==> config.mk <==
export PLATFORM = sky130hd
export DESIGN_NAME = periodic_timer_table_unit
export DESIGN_NICKNAME = d
export VERILOG_FILES = /design/src/ptt_pkg.sv /design/src/periodic_timer_table_unit.sv
export SDC_FILE = /design/constraint.sdc
export NUM_CORES = 2
export LEC_CHECK = 0
export BUFFER_PORTS_ARGS = -buffer_cell sky130_fd_sc_hd__clkbuf_2
export CAP_MARGIN = 20
export CORE_ASPECT_RATIO = 1.5
export CORE_MARGIN = 2
export CORE_UTILIZATION = 30
export DETAILED_ROUTE_END_ITERATION = 7
export HOLD_SLACK_MARGIN = 0.02
export PLACE_DENSITY_LB_ADDON = 0.1
export SLEW_MARGIN = 0
export SYNTH_ARGS = -nofsm -noshare
export SYNTH_HDL_FRONTEND = slang
export SYNTH_SLANG_ARGS = --single-unit
==> constraint.sdc <==
create_clock -name aclk -period 22.8 [get_ports aclk]
set_input_delay 0 -clock aclk [delete_from_list [all_inputs] [get_ports aclk]]
set_output_delay 0 -clock aclk [all_outputs]
set_load 0.005 [all_outputs]
==> src/ptt_pkg.sv <==
// shared types and codes for the periodic timer table
package ptt_pkg;

    localparam int unsigned ID_W    = 16;
    localparam int unsigned PER_W   = 32;
    localparam int unsigned EV_W    = 3;
    localparam int unsigned OP_W    = 2;
    localparam int unsigned MAX_OUT = 16;
    localparam int unsigned RCNT_W  = $clog2(MAX_OUT + 1);

    localparam int unsigned S_DATA_W = 56;
    localparam int unsigned M_DATA_W = 24;

    localparam logic [OP_W-1:0] OP_SET  = 2'd0;
    localparam logic [OP_W-1:0] OP_KILL = 2'd1;
    localparam logic [OP_W-1:0] OP_TICK = 2'd2;

    localparam logic [EV_W-1:0] EV_EXPIRY    = 3'd0;
    localparam logic [EV_W-1:0] EV_SET_DONE  = 3'd1;
    localparam logic [EV_W-1:0] EV_FULL      = 3'd2;
    localparam logic [EV_W-1:0] EV_KILLED    = 3'd3;
    localparam logic [EV_W-1:0] EV_NOT_FOUND = 3'd4;
    localparam logic [EV_W-1:0] EV_TICK_NONE = 3'd5;

    typedef struct packed {
        logic [ID_W-1:0]  id;
        logic [PER_W-1:0] period;
        logic [PER_W-1:0] count;
    } slot_entry_t;

endpackage

==> src/periodic_timer_table_unit.sv <==
// periodic timer table: slot memory with a one-slot-per-cycle scan that result stalls can hold
// every set, kill or tick scans the slot memory from index 0, one slot per cycle while not stalled (registered read)
// a tick, a set on a full table or a kill that misses scans all NUM_SLOTS slots before its
// final beat; a set or kill that hits slot k stops the scan there with one result beat
// one item in flight: s_tready is high only in ST_IDLE, so the next item is taken once the
// final beat is in the output register; reset (aresetn low, sync) frees all slots, drops beats
module periodic_timer_table_unit
    import ptt_pkg::*;
#(
    parameter int unsigned NUM_SLOTS = 16
) (
    input  logic                aclk,
    input  logic                aresetn,
    input  logic                s_tvalid,
    output logic                s_tready,
    input  logic [S_DATA_W-1:0] s_tdata,   // op[1:0], timer_id[17:2], period[49:18]
    output logic                m_tvalid,
    input  logic                m_tready,
    output logic [M_DATA_W-1:0] m_tdata,   // event_res[2:0], fired_id[18:3]
    output logic                m_tlast
);

    localparam int unsigned IW = (NUM_SLOTS > 1) ? $clog2(NUM_SLOTS) : 1;
    localparam int unsigned CW = $clog2(NUM_SLOTS + 1);

    typedef enum logic [1:0] {
        ST_IDLE,
        ST_SCAN,
        ST_FINISH
    } state_t;

    state_t state_reg;

    // slot memory
    slot_entry_t slot_mem [NUM_SLOTS];
    slot_entry_t rd_data_reg;
    logic [NUM_SLOTS-1:0] used_reg;

    logic [OP_W-1:0]   op_reg;
    logic [ID_W-1:0]   id_reg;
    logic [PER_W-1:0]  per_reg;
    logic [EV_W-1:0]   code_reg;
    logic [CW-1:0]     iss_reg;
    logic              proc_valid_reg;
    logic [IW-1:0]     proc_idx_reg;
    logic [RCNT_W-1:0] res_cnt_reg;
    logic              pend_valid_reg;
    logic [ID_W-1:0]   pend_id_reg;

    logic              m_valid_reg;
    logic              m_last_reg;
    logic [EV_W-1:0]   m_ev_reg;
    logic [ID_W-1:0]   m_id_reg;

    logic              out_free;
    logic              used_cur;
    logic [PER_W-1:0]  cnt_inc;
    logic              fire;
    logic              report;
    logic              stall;
    logic              proc_go;
    logic              rd_en;
    logic [IW-1:0]     rd_addr;
    logic              wr_en;
    slot_entry_t       wr_data;

    assign s_tready = (state_reg == ST_IDLE);
    assign m_tvalid = m_valid_reg;
    assign m_tlast  = m_last_reg;
    assign m_tdata  = {{(M_DATA_W - EV_W - ID_W){1'b0}}, m_id_reg, m_ev_reg};

    always_comb begin
        out_free = !m_valid_reg || m_tready;
        used_cur = used_reg[proc_idx_reg];
        cnt_inc  = rd_data_reg.count + 1'b1;
        fire     = (rd_data_reg.period != '0) && (cnt_inc == rd_data_reg.period);
        report   = fire && (res_cnt_reg < RCNT_W'(MAX_OUT));
        // a second expiry needs the pending one pushed into the output register
        stall    = proc_valid_reg && (op_reg == OP_TICK) && used_cur && report
                   && pend_valid_reg && !out_free;
        proc_go  = proc_valid_reg && !stall;
        rd_addr  = iss_reg[IW-1:0];
        rd_en    = (state_reg == ST_SCAN) && (iss_reg != CW'(NUM_SLOTS)) && !stall;

        wr_en   = 1'b0;
        wr_data = rd_data_reg;
        if (proc_go && (op_reg == OP_SET) && !used_cur) begin
            wr_en   = 1'b1;
            wr_data = '{id: id_reg, period: per_reg, count: '0};
        end else if (proc_go && (op_reg == OP_TICK) && used_cur) begin
            wr_en         = 1'b1;
            wr_data.count = fire ? '0 : cnt_inc;
        end
    end

    always_ff @(posedge aclk) begin
        if (wr_en) begin
            slot_mem[proc_idx_reg] <= wr_data;
        end
        if (rd_en) begin
            rd_data_reg <= slot_mem[rd_addr];
        end
    end

    always_ff @(posedge aclk) begin
        if (!aresetn) begin
            state_reg      <= ST_IDLE;
            used_reg       <= '0;
            m_valid_reg    <= 1'b0;
            pend_valid_reg <= 1'b0;
            proc_valid_reg <= 1'b0;
            iss_reg        <= '0;
            res_cnt_reg    <= '0;
        end else begin
            if (m_tready) begin
                m_valid_reg <= 1'b0;
            end
            unique case (state_reg)
                ST_IDLE: begin
                    if (s_tvalid) begin
                        op_reg         <= s_tdata[1:0];
                        id_reg         <= s_tdata[17:2];
                        per_reg        <= s_tdata[49:18];
                        iss_reg        <= '0;
                        res_cnt_reg    <= '0;
                        proc_valid_reg <= 1'b0;
                        pend_valid_reg <= 1'b0;
                        unique case (s_tdata[1:0])
                            OP_SET: begin
                                code_reg  <= EV_FULL;
                                state_reg <= ST_SCAN;
                            end
                            OP_KILL: begin
                                code_reg  <= EV_NOT_FOUND;
                                state_reg <= ST_SCAN;
                            end
                            OP_TICK: begin
                                code_reg  <= EV_TICK_NONE;
                                state_reg <= ST_SCAN;
                            end
                            default: ;  // unused opcode: no effect, no result
                        endcase
                    end
                end
                ST_SCAN: begin
                    if (rd_en) begin
                        iss_reg      <= iss_reg + 1'b1;
                        proc_idx_reg <= rd_addr;
                    end
                    proc_valid_reg <= rd_en || stall;
                    if (proc_go) begin
                        unique case (op_reg)
                            OP_SET: begin
                                if (!used_cur) begin
                                    used_reg[proc_idx_reg] <= 1'b1;
                                    code_reg               <= EV_SET_DONE;
                                    state_reg              <= ST_FINISH;
                                    proc_valid_reg         <= 1'b0;
                                end
                            end
                            OP_KILL: begin
                                if (used_cur && (rd_data_reg.id == id_reg)) begin
                                    used_reg[proc_idx_reg] <= 1'b0;
                                    code_reg               <= EV_KILLED;
                                    state_reg              <= ST_FINISH;
                                    proc_valid_reg         <= 1'b0;
                                end
                            end
                            OP_TICK: begin
                                if (used_cur && report) begin
                                    // hold the newest expiry back until its last flag is known
                                    if (pend_valid_reg) begin
                                        m_valid_reg <= 1'b1;
                                        m_last_reg  <= 1'b0;
                                        m_ev_reg    <= EV_EXPIRY;
                                        m_id_reg    <= pend_id_reg;
                                    end
                                    pend_valid_reg <= 1'b1;
                                    pend_id_reg    <= rd_data_reg.id;
                                    res_cnt_reg    <= res_cnt_reg + 1'b1;
                                end
                            end
                            default: ;
                        endcase
                    end
                    if (!proc_valid_reg && (iss_reg == CW'(NUM_SLOTS))) begin
                        state_reg <= ST_FINISH;
                    end
                end
                ST_FINISH: begin
                    if (out_free) begin
                        m_valid_reg <= 1'b1;
                        m_last_reg  <= 1'b1;
                        if (pend_valid_reg) begin
                            m_ev_reg       <= EV_EXPIRY;
                            m_id_reg       <= pend_id_reg;
                            pend_valid_reg <= 1'b0;
                        end else begin
                            m_ev_reg <= code_reg;
                            m_id_reg <= (op_reg == OP_TICK) ? '0 : id_reg;
                        end
                        state_reg <= ST_IDLE;
                    end
                end
                default: begin
                    state_reg <= ST_IDLE;
                end
            endcase
        end
    end

`ifndef ASSERT_OFF
    a_finish_no_proc: assert property (@(posedge aclk) disable iff (!aresetn)
        (state_reg == ST_FINISH) |-> !proc_valid_reg)
        else $error("slot still in flight after scan end");

    a_pend_tick_only: assert property (@(posedge aclk) disable iff (!aresetn)
        pend_valid_reg |-> (op_reg == OP_TICK) && (state_reg != ST_IDLE))
        else $error("pending expiry outside a tick");

    a_res_cap: assert property (@(posedge aclk) disable iff (!aresetn)
        res_cnt_reg <= RCNT_W'(MAX_OUT))
        else $error("expiry count above cap");

    a_stall_cause: assert property (@(posedge aclk) disable iff (!aresetn)
        stall |-> m_valid_reg && !m_tready && pend_valid_reg)
        else $error("scan stalled without a blocked result");

    a_stall_holds_read: assert property (@(posedge aclk) disable iff (!aresetn)
        stall |=> proc_valid_reg && $stable(proc_idx_reg) && $stable(rd_data_reg))
        else $error("stalled slot data lost");
`endif

endmodule
# Yosys cells after proc, flatten, opt, wreduce, memory -nomap -nowiden
# Memory sizes are Yosys's and may differ from the RTL's. A register that Yosys moved wholly into a read port is not among the register bits.
# Index checks and enable logic that the tools add are counted.
[word_totals]
register_bits = 124
latch_bits = 0
mem_bits_rw = 1280
rom_bits = 0
mem_count = 1
[memory_table]
columns = ["name", "depth", "width", "rd", "rd_clocked_by_memory_dff", "wr", "line_no", "rtl"]
rows = [
  ["slot_mem", 16, 80, 1, 1, 1, "periodic_timer_table_unit.sv:35", "slot_entry_t slot_mem [NUM_SLOTS];"],
]
[op_classes]
addsub = 3
mul = 0
div_mod_pow = 0
order_cmp = 3
eq_ne = 28
shifts = 0
mux = 77
n_bitwise = 3
n_reduce_logical = 45
[op_table]
columns = ["cell", "n"]
rows = [
  ["$mux 16", 9],
  ["$mux 32", 3],
  ["$pmux 16 s2", 2],
  ["$mux 48", 1],
  ["$add 32x1->32 const B", 1],
  ["$eq 32x32->1", 1],
  ["$reduce_bool 32->1", 1],
  ["$mux 3", 10],
  ["$mux 1", 25],
  ["$mux 5", 5],
  ["$pmux 5 s2", 2],
  ["$logic_and 1x1->1", 18],
  ["$pmux 3 s2", 3],
  ["$and 16x16->16", 1],
  ["$eq 16x16->1", 1],
  ["$ne 2x2->1 const B", 8],
  ["$not 16->16", 1],
  ["$or 16x16->16", 1],
  ["$reduce_and 5->1", 3],
  ["$mux 2", 7],
  ["$reduce_and 7->1", 2],
  ["$add 5x1->5 const B", 2],
  ["$pmux 3 s3", 1],
  ["$reduce_and 3->1", 3],
  ["29 further kinds", 48],
]

# Logic depth before layout (Yosys ltp)
[depth]
ltp_word = 15
mapped_depth = 14
depth_no_buf = 10

# Least setup slack after synthesis
# Ideal clock, no wire load.
[synth_timing]
path_kind = "register -> register"
start = "register rd_data_reg[10] (netlist name)"
end = "memory slot_mem[3][0] (netlist name), enable pin"
arrival_ns = 10.272
slack_ns = 11.812
stages_incl_launch_ff = 12
synth_period_minus_slack_ns = 10.988
path_cell_list = "edfxtp_1 -> clkbuf_1 -> nand4_1 -> or4_1 -> or3_1 -> a21oi_1 -> nor4_1 -> nand4_1 -> o31a_1 -> nor2_2 -> buf_2 -> nor4_1"
[synth_via]
elab_chain_len = 15
word_cells_on_any_way = 17
cone_classes = "1 x add/sub; 1 x eq/ne; 4 x mux; 11 x reduce/logical"
[synth_lines]
columns = ["element", "line_no", "rtl"]
rows = [
  ["$add 32x1->32 (*)", "periodic_timer_table_unit.sv:75", "cnt_inc = rd_data_reg.count + 1'b1;"],
  ["$eq 32x32->1 (*)", "periodic_timer_table_unit.sv:76", "fire = (rd_data_reg.period != '0) && (cnt_inc == rd_data_reg.period);"],
  ["$logic_and 1x1->1 (*)", "periodic_timer_table_unit.sv:76", ""],
  ["$logic_and 1x1->1 (*)", "periodic_timer_table_unit.sv:77", "report = fire && (res_cnt_reg < RCNT_W'(MAX_OUT));"],
  ["$logic_and 1x1->1 (*)", "periodic_timer_table_unit.sv:79", "stall = proc_valid_reg && (op_reg == OP_TICK) && used_cur && report"],
  ["$logic_and 1x1->1 (*) (2 in a row)", "periodic_timer_table_unit.sv:80", "&& pend_valid_reg && !out_free;"],
  ["$logic_not 1->1 (*)", "periodic_timer_table_unit.sv:81", "proc_go = proc_valid_reg && !stall;"],
  ["$logic_and 1x1->1 (*)", "periodic_timer_table_unit.sv:81", ""],
  ["$logic_and 1x1->1 (2 in a row)", "periodic_timer_table_unit.sv:90", "end else if (proc_go && (op_reg == OP_TICK) && used_cur) begin"],
  ["$mux 1", "periodic_timer_table_unit.sv:90", ""],
  ["$mux 1 (*)", "periodic_timer_table_unit.sv:87", "if (proc_go && (op_reg == OP_SET) && !used_cur) begin"],
  ["$mux 1 (*)", "periodic_timer_table_unit.sv:97", "if (wr_en) begin"],
  ["$mux 1 (implied by the code) (*)", "periodic_timer_table_unit.sv:98", "slot_mem[proc_idx_reg] <= wr_data;"],
  ["end: declaration", "periodic_timer_table_unit.sv:35", ""],
]
# Mark *: on every way between the ends. The rest lies on a longest branch, timed or not.

# Worst setup path after layout
[layout_timing]
start = "register rd_data_reg[3] (netlist name)"
end = "memory slot_mem[0][53] (netlist name), enable pin"
[layout_via]
elab_chain_len = 15
word_cells_on_any_way = 17
cone_classes = "1 x add/sub; 1 x eq/ne; 4 x mux; 11 x reduce/logical"
[layout_lines]
columns = ["element", "line_no"]
rows = [
  ["$add 32x1->32 (*)", "periodic_timer_table_unit.sv:75"],
  ["$eq 32x32->1 (*)", "periodic_timer_table_unit.sv:76"],
  ["$logic_and 1x1->1 (*)", "periodic_timer_table_unit.sv:76"],
  ["$logic_and 1x1->1 (*)", "periodic_timer_table_unit.sv:77"],
  ["$logic_and 1x1->1 (*)", "periodic_timer_table_unit.sv:79"],
  ["$logic_and 1x1->1 (*) (2 in a row)", "periodic_timer_table_unit.sv:80"],
  ["$logic_not 1->1 (*)", "periodic_timer_table_unit.sv:81"],
  ["$logic_and 1x1->1 (*)", "periodic_timer_table_unit.sv:81"],
  ["$logic_and 1x1->1 (2 in a row)", "periodic_timer_table_unit.sv:90"],
  ["$mux 1", "periodic_timer_table_unit.sv:90"],
  ["$mux 1 (*)", "periodic_timer_table_unit.sv:87"],
  ["$mux 1 (*)", "periodic_timer_table_unit.sv:97"],
  ["$mux 1 (implied by the code) (*)", "periodic_timer_table_unit.sv:98"],
]
# Marked as above.

==> results_dict.tcl <==
set metrics [dict create \
    synth_seq_area_share_pct 75.8 \
    dp_hpwl_microns 76800 \
    core-area_sq_mm 0.194 \
    drt_wl_total_microns 155000 \
    chipHeight_microns 544 \
    h-tree-depth 4 \
    synth_edf_count 1453 \
    drive_gt1_share_pct 27.3 \
    overflow 0 \
    p_leak_nw 20.3 \
    gp_congestion 0.783 \
    post-route-period-util_pct 27.1 \
    cts_buffer_depth 3 \
    power_mw 6.88 \
    synth.mux.area_fraction_pct 16.9 \
    grt_pass1_wl_microns 221000 \
    synth_area_per_cell_sq_um 21.8 \
    maxCapViolCount 0 \
    ff2ff_setup_slack_ns 16.62 \
    synth_warnings 0 \
    skew_ns 0.0316 \
    max_freq_ghz 0.162 \
    worst_setup_path_start_kind "flop" \
    initial_core_util_pct 30.1 \
    synth_area_sq_mm 0.0584 \
    synth-xor-area-share_pct 0.975 \
    final.setup.tns_ns 0 \
    grt_max_degree 81 \
    worstPathArrival_ns 6.58 \
    num_rows 198 \
    setup_viol 0 \
    finalNonFillerCells 5640 \
    synthCells 2681 \
    fin_crit_ns 6.18 \
    grt_pass1_vias 30441 \
    async_flop_share_pct 0 \
    endpoint_kind "flop" \
    drtPass1Iterations 5 \
    grt_usage_pct 15.7 \
    worst-setup-path-type "reg2reg" \
    die_x_microns 364 \
    grt_antenna_before_repair 2 \
    clk_pin_slew_ns 0.06 \
    num_vias 27902 \
    path_max_fanout 48 \
    tightest_slew_ns 1.11 \
    ys_ff_latch 1484 \
    finalHoldViolCount 0 \
    final_antenna_net_count 0 \
    hold_path.class "in2reg" \
    cts_buffers 151 \
    relSlewSlack_pct 25.7 \
    drv_slew 0 \
    drt_drc_violations_left 0 \
    synth_simple_gate_area_share_pct 3.18 \
    viasPerCell 4.95 \
    synth_top_family_by_area "multiplexers" \
    grt_util_met3_pct 2.15 \
    dpl.cell_count 5260 \
    ys.flop_type "edfxtp_1" \
    rsz0062_at_grt "no" \
    yosysUniqueCellTypes 70 \
    cts_root_buf "clkbuf_16" \
    nNetsFinal 2988 \
    area_growth_syn_to_layout_pct 16.2 \
    cts_tree "built" \
    drt-initial-drc-count 1879 \
    synth_compound_area_share_pct 1.72 \
    synthAdderAreaFrac_pct 0.236 \
    ir_drop_mv 0.0451 \
    status "completed" \
    largest_reg_flops 1280 \
    io_pins 87 \
    grt-busiest-layer "met2" \
    port_buffers 75 \
    wl_per_cell_microns 27.5 \
    die_area_sq_mm 0.198 \
    cts_sinks 1484 \
    cp.required_ns 23.20 \
    clkLatencyLatePin_ns 0.80 \
    use_met2_pct 28.8 \
    use_met1_pct 19.4 \
    powerDensity_mw_per_mm2 101 \
]
where the power goes:
part	internal (mW)	switching [mW]
combinational	0.431	0.614
clock	1.32	1.05
sequential	3.32	0.133
total	5.08	1.80
through the flow:
| stage | setup slack [ns] | utilization (%) | area, sq um | hold WS, ns |
|---|---|---|---|---|
| final | 16.62 | 35.0 | 67800 | 0.248 |
| after global routing | 16.29 | 35.0 | 67800 | 0.234 |
| after CTS | 16.48 | 35.0 | 67800 | 0.172 |
| after detailed placement | 16.51 | 32.0 | 62100 | 0.179 |
| after global placement | 16.54 | 32.0 | 62000 | 0.180 |
| after floorplan | 11.81 | - | 58400 | 0.0989 |
per-layer routing:
layer / share of wire, % / up-vias
met5: 0 / -
met2: 54 / 608
met4: 1.9 / 0
met1: 41 / 15323
met3: 3.5 / 183
li1: - / 11788
final cells by class:
cell class | instances | area, sq um
fill | 18138 | 126000
sequential | 1484 | 44300
inverter | 15 | 61.3
tap | 2600 | 3250
multi-input combinational | 1031 | 13500
clock inverter | 91 | 739
antenna | 1 | 2.50
timing repair buffer | 234 | 1990
clock buffer | 184 | 3970
Yosys cell counts, drive strengths merged (13+ instances only):
cell type / count / area, sq um
xnor2: 34 / 298
a21o: 17 / 128
nand4: 27 / 175
nand2: 50 / 188
dfxtp: 31 / 621
nor3: 44 / 220
o21ai: 14 / 73.8
buf: 51 / 258
a21oi: 23 / 115
mux2i: 23 / 230
nor4: 35 / 238
mux2: 49 / 552
inv: 15 / 56.3
mux4: 402 / 9050
a22o: 22 / 193
xor2: 31 / 272
edfxtp: 1453 / 43600
nand2b: 13 / 81.3
clkbuf: 104 / 393
nand3: 30 / 150
nor2: 57 / 216
kinds of logic (layout without fill, tap and decap cells):
family                     Yosys count  in the layout
and+or+nand+nor                    338            338
buffers and inverters              170            524
DFF                               1484           1484
AOI/OAI and AO/OA                  138            138
other                                1              6
xor gates and xnor gates            65             65
muxes                              474            474
adders and majority gates           11             11
worst max-delay path, cell delays in order (launching register included):
cell,delay (ns)
edfxtp_1,0.60
nand3_1,0.60
nor4_2,0.83
nand4_1,0.19
xnor2_1,0.22
and4b_1,0.24
nand4_1,0.40
o31a_1,0.25
nor2_4,0.03
buf_4,0.37
nor4_2,0.30
buf_4,0.77
buf_4,0.87
repair_timing:
action / in CTS / in global routing
buffers inserted: 0 / 0
resized for setup: 0 / 0
hold buffers: 103 / 0
hold endpoints to repair: 92 / 0
endpoints found under the setup margin: 0 / 0
worst paths after layout:
check	cells past startpoint	from	to
min reg2reg	0	rd_data_reg[70]	pend_id_reg[6]
min	4	s_tdata[1]	code_reg[0]
max	12	rd_data_reg[3]	slot_mem[0][53]
max reg2reg	12	rd_data_reg[3]	slot_mem[0][53]
cell usage in the layout, fill, tap and decap left out, types with 13 or more instances in the layout:
cell | Yosys | layout
clkbuf_2 | 2 | 75
mux2i_1 | 23 | 23
clkinv_2 | 0 | 18
nand4_1 | 26 | 26
clkbuf_1 | 102 | 30
buf_4 | 7 | 42
inv_1 | 15 | 14
nor3_2 | 0 | 13
a21oi_1 | 23 | 22
clkbuf_16 | 0 | 154
dfxtp_1 | 31 | 28
a22o_1 | 22 | 22
mux2_2 | 49 | 49
dlygate4sd3_1 | 0 | 103
nor3_1 | 44 | 31
mux4_2 | 402 | 402
clkinv_1 | 0 | 47
nor4_1 | 32 | 27
edfxtp_1 | 1453 | 1453
nand3_1 | 30 | 30
nand2_1 | 50 | 50
xnor2_1 | 34 | 34
nor2_1 | 56 | 55
xor2_1 | 31 | 31
a21o_1 | 17 | 17
nand2b_1 | 13 | 13
Power figures use the tool's default switching activity.
